`src/sv/pmc_pkg.sv`:
```
// ============================================================================
// PS/2 mouse packet cursor package
// Types and constants shared by the packet framer, the cursor stage and the
// top level.
// ============================================================================
package pmc_pkg;

  // Widths fixed by the field definitions.
  localparam int BYTE_W    = 8;
  localparam int COORD_W   = 12;
  localparam int LIMIT_W   = 12;
  localparam int CFG_IDX_W = 2;
  localparam int DELTA_W   = 9;

  // Configuration register indexes.
  localparam logic [CFG_IDX_W-1:0] CFG_X_LIMIT = 2'd0;
  localparam logic [CFG_IDX_W-1:0] CFG_Y_LIMIT = 2'd1;

  // Reset values.
  localparam logic [LIMIT_W-1:0] X_LIMIT_RST = 12'd1024;
  localparam logic [LIMIT_W-1:0] Y_LIMIT_RST = 12'd768;
  localparam int                 POS_X_RST   = 512;
  localparam int                 POS_Y_RST   = 384;

  // Header byte bit positions.
  localparam int HDR_LEFT_BIT   = 0;
  localparam int HDR_RIGHT_BIT  = 1;
  localparam int HDR_MIDDLE_BIT = 2;
  localparam int HDR_SYNC_BIT   = 3;
  localparam int HDR_XSIGN_BIT  = 4;
  localparam int HDR_YSIGN_BIT  = 5;
  localparam int HDR_XOVF_BIT   = 6;
  localparam int HDR_YOVF_BIT   = 7;

  // Framing position within a three-byte packet.
  typedef enum logic [2:0] {
    FR_HEADER = 3'b001,
    FR_XDELTA = 3'b010,
    FR_YDELTA = 3'b100
  } pmc_frame_e;

  // One assembled packet, handed from the framer to the cursor stage.
  typedef struct packed {
    logic [BYTE_W-1:0] header;
    logic [BYTE_W-1:0] x_delta;
    logic [BYTE_W-1:0] y_delta;
  } pmc_pkt_t;

  // One result word.
  typedef struct packed {
    logic               packet_status;
    logic [COORD_W-1:0] cursor_x;
    logic [COORD_W-1:0] cursor_y;
    logic               left_pressed;
    logic               right_pressed;
    logic               middle_pressed;
  } pmc_result_t;

endpackage

```
`src/sv/pmc_if.sv`:
```
// ============================================================================
// PS/2 mouse packet cursor channel interfaces
// Valid/ready channels for received bytes, result words and register writes.
// ============================================================================

// Received byte channel.
interface pmc_byte_if;
  logic                       valid;
  logic                       ready;
  logic [pmc_pkg::BYTE_W-1:0] rx_byte;

  modport source (output valid, output rx_byte, input ready);
  modport sink   (input valid, input rx_byte, output ready);
endinterface

// Result channel.
interface pmc_result_if;
  logic                        valid;
  logic                        ready;
  logic                        packet_status;
  logic [pmc_pkg::COORD_W-1:0] cursor_x;
  logic [pmc_pkg::COORD_W-1:0] cursor_y;
  logic                        left_pressed;
  logic                        right_pressed;
  logic                        middle_pressed;

  modport source (output valid, output packet_status, output cursor_x, output cursor_y,
                  output left_pressed, output right_pressed, output middle_pressed,
                  input ready);
  modport sink   (input valid, input packet_status, input cursor_x, input cursor_y,
                  input left_pressed, input right_pressed, input middle_pressed,
                  output ready);
endinterface

// Configuration write channel.
interface pmc_cfg_if;
  logic                          valid;
  logic                          ready;
  logic [pmc_pkg::CFG_IDX_W-1:0] index;
  logic [pmc_pkg::LIMIT_W-1:0]   data;

  modport source (output valid, output index, output data, input ready);
  modport sink   (input valid, input index, input data, output ready);
endinterface

```
`src/sv/ps2_mouse_packet_cursor_top.sv`:
```
// ============================================================================
// PS/2 mouse packet cursor
// Assembles three-byte PS/2 mouse movement packets and keeps a clamped
// cursor position and button state.
// ============================================================================
//
//  Channel  Direction  Word                         Notes
//  rx_i     in         rx_byte                      one received mouse byte
//  res_o    out        status, cursor X/Y, buttons  one word per third byte
//  cfg_i    in         index, data                  X and Y limits, always ready
//
//  A byte is taken every cycle unless a stalled third byte holds the input
//  register. Each byte is registered there; the third byte of a packet is
//  then applied to the cursor and the result word appears on res_o in the
//  following cycle. Both stages advance whenever the output register is empty
//  or being read, so a stalled res_o backs up into rx_i only when a third
//  byte arrives. Reset clears the framing, sets the cursor to 512,384 with
//  all buttons released, and loads limits 1024 and 768.
//
module ps2_mouse_packet_cursor_top #(
  parameter int POS_BITS = 12
) (
  input  logic         clk_i,
  input  logic         rst_ni,
  pmc_byte_if.sink     rx_i,
  pmc_result_if.source res_o,
  pmc_cfg_if.sink      cfg_i
);

  logic [pmc_pkg::LIMIT_W-1:0] x_limit_q;
  logic [pmc_pkg::LIMIT_W-1:0] y_limit_q;
  pmc_pkg::pmc_pkt_t           pkt;
  logic                        pkt_valid;
  logic                        pkt_ready;

  // Limit registers; writes to unknown indexes are ignored.
  assign cfg_i.ready = 1'b1;

  always_ff @(posedge clk_i or negedge rst_ni) begin
    if (!rst_ni) begin
      x_limit_q <= pmc_pkg::X_LIMIT_RST;
      y_limit_q <= pmc_pkg::Y_LIMIT_RST;
    end else if (cfg_i.valid) begin
      case (cfg_i.index)
        pmc_pkg::CFG_X_LIMIT: x_limit_q <= cfg_i.data;
        pmc_pkg::CFG_Y_LIMIT: y_limit_q <= cfg_i.data;
        default: ;
      endcase
    end
  end

  // Byte register and packet framing.
  pmc_framer u_framer (
    .clk_i       (clk_i),
    .rst_ni      (rst_ni),
    .rx_i        (rx_i),
    .pkt_o       (pkt),
    .pkt_valid_o (pkt_valid),
    .pkt_ready_i (pkt_ready)
  );

  // Cursor update and result register.
  pmc_cursor #(
    .POS_BITS (POS_BITS)
  ) u_cursor (
    .clk_i       (clk_i),
    .rst_ni      (rst_ni),
    .pkt_i       (pkt),
    .pkt_valid_i (pkt_valid),
    .pkt_ready_o (pkt_ready),
    .x_limit_i   (x_limit_q),
    .y_limit_i   (y_limit_q),
    .res_o       (res_o)
  );

endmodule

```
`src/sv/pmc_framer.sv`:
```
// ============================================================================
// PS/2 mouse packet framer
// Registers each received byte and assembles header, X and Y delta bytes
// into one packet, dropping bytes without the sync bit while it waits for
// a header.
// ============================================================================
module pmc_framer (
  input  logic               clk_i,
  input  logic               rst_ni,
  pmc_byte_if.sink           rx_i,
  output pmc_pkg::pmc_pkt_t  pkt_o,
  output logic               pkt_valid_o,
  input  logic               pkt_ready_i
);

  logic [pmc_pkg::BYTE_W-1:0] byte_q;
  logic                       byte_valid_q;
  pmc_pkg::pmc_frame_e        frame_q, frame_d;
  logic [pmc_pkg::BYTE_W-1:0] header_q, header_d;
  logic [pmc_pkg::BYTE_W-1:0] xdelta_q, xdelta_d;
  logic                       is_last;
  logic                       advance;

  // The third byte of a packet needs room downstream; the others never wait.
  always_comb begin
    case (frame_q)
      pmc_pkg::FR_HEADER: is_last = 1'b0;
      pmc_pkg::FR_XDELTA: is_last = 1'b0;
      default:            is_last = 1'b1;
    endcase
  end

  assign advance     = byte_valid_q && (!is_last || pkt_ready_i);
  assign rx_i.ready  = !byte_valid_q || advance;
  assign pkt_valid_o = byte_valid_q && is_last;
  assign pkt_o       = '{header: header_q, x_delta: xdelta_q, y_delta: byte_q};

  // Framing state update for the byte at the head of the input register.
  always_comb begin
    frame_d  = frame_q;
    header_d = header_q;
    xdelta_d = xdelta_q;
    if (advance) begin
      case (frame_q)
        pmc_pkg::FR_HEADER: begin
          if (byte_q[pmc_pkg::HDR_SYNC_BIT]) begin
            header_d = byte_q;
            frame_d  = pmc_pkg::FR_XDELTA;
          end
        end
        pmc_pkg::FR_XDELTA: begin
          xdelta_d = byte_q;
          frame_d  = pmc_pkg::FR_YDELTA;
        end
        default: begin
          frame_d = pmc_pkg::FR_HEADER;
        end
      endcase
    end
  end

  // Input register and framing state.
  always_ff @(posedge clk_i or negedge rst_ni) begin
    if (!rst_ni) begin
      byte_valid_q <= 1'b0;
      frame_q      <= pmc_pkg::FR_HEADER;
      header_q     <= '0;
      xdelta_q     <= '0;
    end else begin
      frame_q  <= frame_d;
      header_q <= header_d;
      xdelta_q <= xdelta_d;
      if (rx_i.ready) begin
        byte_valid_q <= rx_i.valid;
      end
    end
  end

  always_ff @(posedge clk_i) begin
    if (rx_i.valid && rx_i.ready) begin
      byte_q <= rx_i.rx_byte;
    end
  end

endmodule

```
`src/sv/pmc_cursor.sv`:
```
// ============================================================================
// PS/2 mouse packet cursor stage
// Applies one packet to the cursor position and button state, clamps each
// coordinate to its limit, and holds the result word in an output register.
// ============================================================================
module pmc_cursor #(
  parameter int POS_BITS = 12
) (
  input  logic                        clk_i,
  input  logic                        rst_ni,
  input  pmc_pkg::pmc_pkt_t           pkt_i,
  input  logic                        pkt_valid_i,
  output logic                        pkt_ready_o,
  input  logic [pmc_pkg::LIMIT_W-1:0] x_limit_i,
  input  logic [pmc_pkg::LIMIT_W-1:0] y_limit_i,
  pmc_result_if.source                res_o
);

  // Sum width covers the position plus or minus a nine-bit delta.
  localparam int SumW = POS_BITS + 2;
  localparam int LimW = (POS_BITS > pmc_pkg::LIMIT_W) ? POS_BITS : pmc_pkg::LIMIT_W;
  localparam int ExtW = (POS_BITS > pmc_pkg::COORD_W) ? POS_BITS : pmc_pkg::COORD_W;
  localparam logic [POS_BITS-1:0] PosMax  = {POS_BITS{1'b1}};
  localparam logic [POS_BITS-1:0] PosXRst = POS_BITS'(pmc_pkg::POS_X_RST);
  localparam logic [POS_BITS-1:0] PosYRst = POS_BITS'(pmc_pkg::POS_Y_RST);

  logic [POS_BITS-1:0]         pos_x_q, pos_x_d;
  logic [POS_BITS-1:0]         pos_y_q, pos_y_d;
  logic [2:0]                  buttons_q, buttons_d;
  logic                        res_valid_q;
  logic                        status_q;
  logic                        status_d;
  logic                        take;
  logic                        overflow;
  logic [pmc_pkg::DELTA_W-1:0] dx;
  logic [pmc_pkg::DELTA_W-1:0] dy;
  logic [SumW-1:0]             sum_x;
  logic [SumW-1:0]             sum_y;
  logic [LimW-1:0]             x_lim_ext;
  logic [LimW-1:0]             y_lim_ext;
  logic [POS_BITS-1:0]         x_lim;
  logic [POS_BITS-1:0]         y_lim;
  logic [ExtW-1:0]             x_ext;
  logic [ExtW-1:0]             y_ext;

  assign take        = pkt_valid_i && pkt_ready_o;
  assign pkt_ready_o = !res_valid_q || res_o.ready;

  // Limits above the cursor range saturate to the largest position.
  assign x_lim_ext = LimW'(x_limit_i);
  assign y_lim_ext = LimW'(y_limit_i);
  assign x_lim     = (x_lim_ext > LimW'(PosMax)) ? PosMax : x_lim_ext[POS_BITS-1:0];
  assign y_lim     = (y_lim_ext > LimW'(PosMax)) ? PosMax : y_lim_ext[POS_BITS-1:0];

  // Nine-bit deltas take their sign from the header.
  assign dx       = {pkt_i.header[pmc_pkg::HDR_XSIGN_BIT], pkt_i.x_delta};
  assign dy       = {pkt_i.header[pmc_pkg::HDR_YSIGN_BIT], pkt_i.y_delta};
  assign overflow = pkt_i.header[pmc_pkg::HDR_XOVF_BIT] || pkt_i.header[pmc_pkg::HDR_YOVF_BIT];

  // X moves right with the delta; Y moves the other way.
  assign sum_x = {2'b00, pos_x_q} + {{(SumW - pmc_pkg::DELTA_W){dx[pmc_pkg::DELTA_W-1]}}, dx};
  assign sum_y = {2'b00, pos_y_q} - {{(SumW - pmc_pkg::DELTA_W){dy[pmc_pkg::DELTA_W-1]}}, dy};

  // Next cursor state, clamped to zero and the limit; an overflow packet leaves it unchanged.
  always_comb begin
    pos_x_d   = pos_x_q;
    pos_y_d   = pos_y_q;
    buttons_d = buttons_q;
    status_d  = overflow;
    if (!overflow) begin
      if (sum_x[SumW-1]) begin
        pos_x_d = '0;
      end else if (sum_x[SumW-2:0] > {1'b0, x_lim}) begin
        pos_x_d = x_lim;
      end else begin
        pos_x_d = sum_x[POS_BITS-1:0];
      end
      if (sum_y[SumW-1]) begin
        pos_y_d = '0;
      end else if (sum_y[SumW-2:0] > {1'b0, y_lim}) begin
        pos_y_d = y_lim;
      end else begin
        pos_y_d = sum_y[POS_BITS-1:0];
      end
      buttons_d = {pkt_i.header[pmc_pkg::HDR_MIDDLE_BIT],
                   pkt_i.header[pmc_pkg::HDR_RIGHT_BIT],
                   pkt_i.header[pmc_pkg::HDR_LEFT_BIT]};
    end
  end

  // Cursor state and result valid flag.
  always_ff @(posedge clk_i or negedge rst_ni) begin
    if (!rst_ni) begin
      pos_x_q     <= PosXRst;
      pos_y_q     <= PosYRst;
      buttons_q   <= '0;
      res_valid_q <= 1'b0;
    end else begin
      if (take) begin
        pos_x_q   <= pos_x_d;
        pos_y_q   <= pos_y_d;
        buttons_q <= buttons_d;
      end
      if (pkt_ready_o) begin
        res_valid_q <= pkt_valid_i;
      end
    end
  end

  always_ff @(posedge clk_i) begin
    if (take) begin
      status_q <= status_d;
    end
  end

  // The state registers double as the result payload.
  assign x_ext = ExtW'(pos_x_q);
  assign y_ext = ExtW'(pos_y_q);

  assign res_o.valid          = res_valid_q;
  assign res_o.packet_status  = status_q;
  assign res_o.cursor_x       = x_ext[pmc_pkg::COORD_W-1:0];
  assign res_o.cursor_y       = y_ext[pmc_pkg::COORD_W-1:0];
  assign res_o.left_pressed   = buttons_q[0];
  assign res_o.right_pressed  = buttons_q[1];
  assign res_o.middle_pressed = buttons_q[2];

endmodule
```
`src/flat_wrapper.sv`:
```
// flat-port wrapper written by rule: the top's interface ports become plain ports
module ps2_mouse_packet_cursor_top_flat 
#(
  parameter int POS_BITS = 12
)
  (clk_i, rst_ni, rx_i_valid, rx_i_rx_byte, rx_i_ready, res_o_valid, res_o_packet_status, res_o_cursor_x, res_o_cursor_y, res_o_left_pressed, res_o_right_pressed, res_o_middle_pressed, res_o_ready, cfg_i_valid, cfg_i_index, cfg_i_data, cfg_i_ready);
  pmc_byte_if rx_i_i ();
  pmc_result_if res_o_i ();
  pmc_cfg_if cfg_i_i ();
  input  logic clk_i;
  input  logic rst_ni;
  input wire logic [$bits(rx_i_i.valid)-1:0] rx_i_valid;
  input wire logic [$bits(rx_i_i.rx_byte)-1:0] rx_i_rx_byte;
  output wire logic [$bits(rx_i_i.ready)-1:0] rx_i_ready;
  output wire logic [$bits(res_o_i.valid)-1:0] res_o_valid;
  output wire logic [$bits(res_o_i.packet_status)-1:0] res_o_packet_status;
  output wire logic [$bits(res_o_i.cursor_x)-1:0] res_o_cursor_x;
  output wire logic [$bits(res_o_i.cursor_y)-1:0] res_o_cursor_y;
  output wire logic [$bits(res_o_i.left_pressed)-1:0] res_o_left_pressed;
  output wire logic [$bits(res_o_i.right_pressed)-1:0] res_o_right_pressed;
  output wire logic [$bits(res_o_i.middle_pressed)-1:0] res_o_middle_pressed;
  input wire logic [$bits(res_o_i.ready)-1:0] res_o_ready;
  input wire logic [$bits(cfg_i_i.valid)-1:0] cfg_i_valid;
  input wire logic [$bits(cfg_i_i.index)-1:0] cfg_i_index;
  input wire logic [$bits(cfg_i_i.data)-1:0] cfg_i_data;
  output wire logic [$bits(cfg_i_i.ready)-1:0] cfg_i_ready;
  assign rx_i_i.valid = rx_i_valid;
  assign rx_i_i.rx_byte = rx_i_rx_byte;
  assign rx_i_ready = rx_i_i.ready;
  assign res_o_valid = res_o_i.valid;
  assign res_o_packet_status = res_o_i.packet_status;
  assign res_o_cursor_x = res_o_i.cursor_x;
  assign res_o_cursor_y = res_o_i.cursor_y;
  assign res_o_left_pressed = res_o_i.left_pressed;
  assign res_o_right_pressed = res_o_i.right_pressed;
  assign res_o_middle_pressed = res_o_i.middle_pressed;
  assign res_o_i.ready = res_o_ready;
  assign cfg_i_i.valid = cfg_i_valid;
  assign cfg_i_i.index = cfg_i_index;
  assign cfg_i_i.data = cfg_i_data;
  assign cfg_i_ready = cfg_i_i.ready;
  ps2_mouse_packet_cursor_top #(.POS_BITS(POS_BITS)) u_core (.clk_i(clk_i), .rst_ni(rst_ni), .rx_i(rx_i_i), .res_o(res_o_i), .cfg_i(cfg_i_i));
endmodule
```
`config.mk`:
```
export PLATFORM = sky130hd
export DESIGN_NAME = ps2_mouse_packet_cursor_top_flat
export DESIGN_NICKNAME = d
export VERILOG_FILES = /design/src/sv/pmc_pkg.sv /design/src/sv/pmc_if.sv /design/src/sv/ps2_mouse_packet_cursor_top.sv /design/src/sv/pmc_framer.sv /design/src/sv/pmc_cursor.sv /design/src/flat_wrapper.sv
export SDC_FILE = /design/constraint.sdc
export NUM_CORES = 1
export LEC_CHECK = 0
export ABC_AREA = 1
export BUFFER_PORTS_ARGS = -buffer_cell sky130_fd_sc_hd__buf_2
export CELL_PAD_IN_SITES_DETAIL_PLACEMENT = 1
export CELL_PAD_IN_SITES_GLOBAL_PLACEMENT = 1
export CORE_ASPECT_RATIO = 1.2
export CORE_MARGIN = 2
export CORE_UTILIZATION = 39
export DETAILED_ROUTE_END_ITERATION = 10
export HOLD_SLACK_MARGIN = 0.03
export PLACE_DENSITY_LB_ADDON = 0.1
export SYNTH_ARGS = -nofsm -noshare
export SYNTH_HDL_FRONTEND = slang
export SYNTH_SLANG_ARGS = --single-unit
```
`constraint.sdc`:
```
create_clock -name clk_i -period 3.4 [get_ports clk_i]
set_input_delay 0.34 -clock clk_i [delete_from_list [all_inputs] [get_ports clk_i]]
set_output_delay 0.34 -clock clk_i [all_outputs]
set_load 0.02 [all_outputs]
```
==> impl_metrics.json <==
{
  "drt_first_pass_iters": 4,
  "area_growth_syn_to_layout_pct": 24.2,
  "viasPerCell": 5.10,
  "mappedNetlistArea_sq_mm": 0.00540,
  "critPathMaxFanout": 7,
  "setup_repair_after_global_routing_missed_its_margin": "true",
  "hold_end": "u_core.u_framer.byte_q[2]$_DFFE_PP_",
  "cts_buffer_depth": 2,
  "final_critical_path_required_period_ns": 3.42,
  "finalSetupViolations": 2,
  "reg2reg_from": "u_core.u_framer.header_q[5]$_DFFE_PN0P_",
  "globalRouteOverflowTotal": 0,
  "ratio_of_final_minimum_period_to_clock_period_pct": 100,
  "synth_seq_area_share_pct": 38.1,
  "clk_root_buffer_cell": "sky130_fd_sc_hd__clkbuf_16",
  "most_frequent_cells_in_the_layout": "sky130_fd_sc_hd__nand2_1 (209), sky130_fd_sc_hd__inv_1 (118), sky130_fd_sc_hd__dfrtp_1 (64)",
  "synthDistinctLibCells": 36,
  "worst-r2r-cell-count": 16,
  "maxClockFrequency_mhz": 293,
  "worst_hold_path.num_cells": 1,
  "vias_in_the_first_global_route": 5437,
  "fillerInstances": 1700,
  "cts_hold_buffers": 0,
  "met3RoutedLength_um": 417,
  "num_io_pins": 58,
  "critical_path_class": "reg -> reg",
  "synth_fp_nets": 811,
  "syn_avg_cell_area_sq_um": 7.38,
  "startpoint_type": "flop",
  "fin_ws_ns": -0.0164,
  "run_status": "complete, but fails checks",
  "ant_nets": 0,
  "insertion_delay_ns": 0.35,
  "die_width_um": 111,
  "met2_length_mm": 8.74,
  "routedWlPerCell_um": 16.8,
  "final_design_area_no_fill_sq_mm": 0.00671,
  "cts_htree_levels": 3,
  "crit_arrival_ns": 3.65,
  "rows": 47,
  "grt_pass1_wl_mm": 27.0,
  "crit_required_ns": 3.63,
  "timing_hold_violations_final": 0,
  "hold_path_start": "rx_i_rx_byte[2]",
  "dr_total_vias": 5043,
  "setup.reg_to_reg.worst_slack_ns": -0.02,
  "fp.dieArea_sq_mm": 0.0148,
  "worstMarginPinSlew_ns": 0.938,
  "syn-instance-count": 732,
  "drc_errors": 0,
  "nNetsFinal": 892,
  "core_area_sq_mm": 0.0136,
  "drive_gt1_share_pct": 23.0,
  "hpwlAfterDp_mm": 12.8,
  "hold_path.class": "in -> reg",
  "topRoutingLayerUsed": "met4",
  "io_buffers": 56,
  "skew_ns": 0.00873,
  "ys_seq_elements": 80,
  "cts-buffers-inserted": 9,
  "grt_antenna_before_repair": 0,
  "most_common_library_cell_in_the_layout_ignoring_fill_and_taps": "sky130_fd_sc_hd__nand2_1",
  "die_height_um": 133,
  "post_dp_cell_area_sq_mm": 0.00597,
  "final-max-slew-violation-count": 0,
  "worst_setup_path_end_kind": "flop",
  "ys_warn_count": 0,
  "clock_sink_count": 80,
  "cts_clk_pin_slew_worst_paths_ns": 0.06,
  "headroom_to_the_max_slew_limit_pct": 37.5,
  "detail_route.wirelength_mm": 16.6,
  "drt_iter0_markers": 175,
  "routedLengthMet1_mm": 6.95,
  "tritoncts": "done",
  "max_cap_viol_count": 0,
  "violations_in_the_final_reports": "setup timing",
  "grt_start_max_net_pins": 72,
  "global_route.usage.total_pct": 23.0,
  "reg2reg_to": "u_core.u_cursor.res_o.cursor_y[6]$_DFFE_PN0P_",
  "insertedDiodeCount": 0,
  "initial_core_util_pct": 39.6,
  "finalWeightedCongestion": 0.877
}
## registers in the layout (all words and copies together) (netlist names), 3 cells and up
register,flops
u_core.u_cursor.buttons_q,3
u_core.u_cursor.res_o.cursor_x,12
u_core.u_cursor.res_o.cursor_y,12
u_core.u_framer.byte_q,8
u_core.u_framer.frame_q,3
u_core.u_framer.header_q,7
u_core.u_framer.xdelta_q,8
u_core.x_limit_q,12
u_core.y_limit_q,12
## cell usage after synthesis (all sizes together)
cell type	number	area [sq um]
nand2	221	832
inv	128	480
nand3	70	355
dfrtp	64	1600
o21ai	58	298
ha	50	626
nor2	31	124
a21oi	28	140
xor2	15	139
buf	11	77.6
edfxtp	9	270
clkbuf	8	30.0
dfstp	7	184
nor3	7	45.0
nand4	6	37.5
nand3b	3	22.5
a21o	2	15.0
a31oi	2	12.5
fa	2	40.0
o21a	2	15.0
o21bai	2	15.0
xnor2	2	17.5
conb	1	3.75
o211ai	1	7.51
or2	1	6.26
or4	1	7.51
## critical path, cell delays in order (launching register included)
cell,delay (ns)
sky130_fd_sc_hd__dfrtp_1,0.39
sky130_fd_sc_hd__inv_2,0.09
sky130_fd_sc_hd__ha_1,0.34
sky130_fd_sc_hd__inv_1,0.07
sky130_fd_sc_hd__o21ai_0,0.33
sky130_fd_sc_hd__a31oi_1,0.09
sky130_fd_sc_hd__nand3_1,0.14
sky130_fd_sc_hd__xor2_2,0.31
sky130_fd_sc_hd__inv_1,0.09
sky130_fd_sc_hd__ha_1,0.33
sky130_fd_sc_hd__nand4_1,0.10
sky130_fd_sc_hd__or4_4,0.51
sky130_fd_sc_hd__nand2_4,0.15
sky130_fd_sc_hd__buf_8,0.15
sky130_fd_sc_hd__nand3_1,0.08
sky130_fd_sc_hd__nand3_1,0.08
sky130_fd_sc_hd__nand2_1,0.06
## area by class of cell
type                    instances  area (sq um)  area share, %
inverters                     128           480           7.16
clock buffers                  10           239           3.56
multi-input cells             506          3100           46.2
repair buffers                 88           536           7.98
flip-flops and latches         80          2060           30.6
well taps                     171           214           3.19
clock inverters                 6          88.8           1.32
## per-layer routing
layer | up-vias | GRT usage, %
met5 | - | 0
met4 | 0 | 7.27
met3 | 33 | 3.62
met2 | 84 | 42.9
met1 | 2448 | 26.8
li1 | 2478 | -
## worst max-delay path by stage
| stage | endpoint | cells after the start | start |
|---|---|---|---|
| CTS | u_core.u_cursor.res_o.cursor_y[3]$_DFFE_PN0P_ | 20 | u_core.u_framer.byte_q[0]$_DFFE_PP_ |
| floorplan | u_core.u_cursor.res_o.cursor_y[9]$_DFFE_PN0P_ | 21 | u_core.u_cursor.res_o.cursor_y[0]$_DFFE_PN0P_ |
| detailed placement | u_core.u_cursor.res_o.cursor_y[8]$_DFFE_PN1P_ | 20 | u_core.u_framer.byte_q[0]$_DFFE_PP_ |
| global placement | u_core.u_cursor.res_o.cursor_y[11]$_DFFE_PN0P_ | 27 | u_core.u_framer.byte_q[0]$_DFFE_PP_ |
| finish | u_core.u_cursor.res_o.cursor_y[6]$_DFFE_PN0P_ | 16 | u_core.u_framer.header_q[5]$_DFFE_PN0P_ |
| global route | u_core.u_cursor.res_o.cursor_y[6]$_DFFE_PN0P_ | 26 | u_core.u_framer.byte_q[0]$_DFFE_PP_ |
## cells by family (layout without fill, tap and decap cells)
logic type | count (synthesis) | count (layout) | synth area share (%)
other cells | 1 | 1 | 0.0694
buf+inv | 147 | 232 | 10.9
simple gates | 340 | 341 | 26.5
flops | 80 | 80 | 38.1
fa+ha+maj | 52 | 52 | 12.3
compound gates | 95 | 95 | 9.31
xor+xnor | 17 | 17 | 2.90
## per-stage QoR
stage | setup TNS (ns) | utilization, % | hold WS (ns) | setup slack [ns] | std cells
6_report | -0.0178 | 49.2 | 0.166 | -0.0164 | 989
5_1_grt | -1.76 | 49.2 | 0.153 | -0.164 | 989
4_1_cts | 0 | 46.3 | 0.155 | 0.000653 | 980
3_5_place_dp | -0.406 | 43.8 | 0.459 | -0.0689 | 964
3_3_place_gp | 0 | 43.8 | 0.453 | 0.0910 | 964
2_1_floorplan | 0 | - | 0.0444 | 0.0597 | 732
## what timing repair did
item / in CTS / in global routing
setup endpoints to repair: 20 / 24
gates cloned: 0 / 1
setup buffers: 0 / 8
gates resized for setup: 6 / 72
pin swaps: 1 / 28
endpoints found under the hold margin: 0 / 0
Power is left out: the tool's default activity adds up to more than one toggle a clock period on the data nets, which glitch-free logic cannot reach.
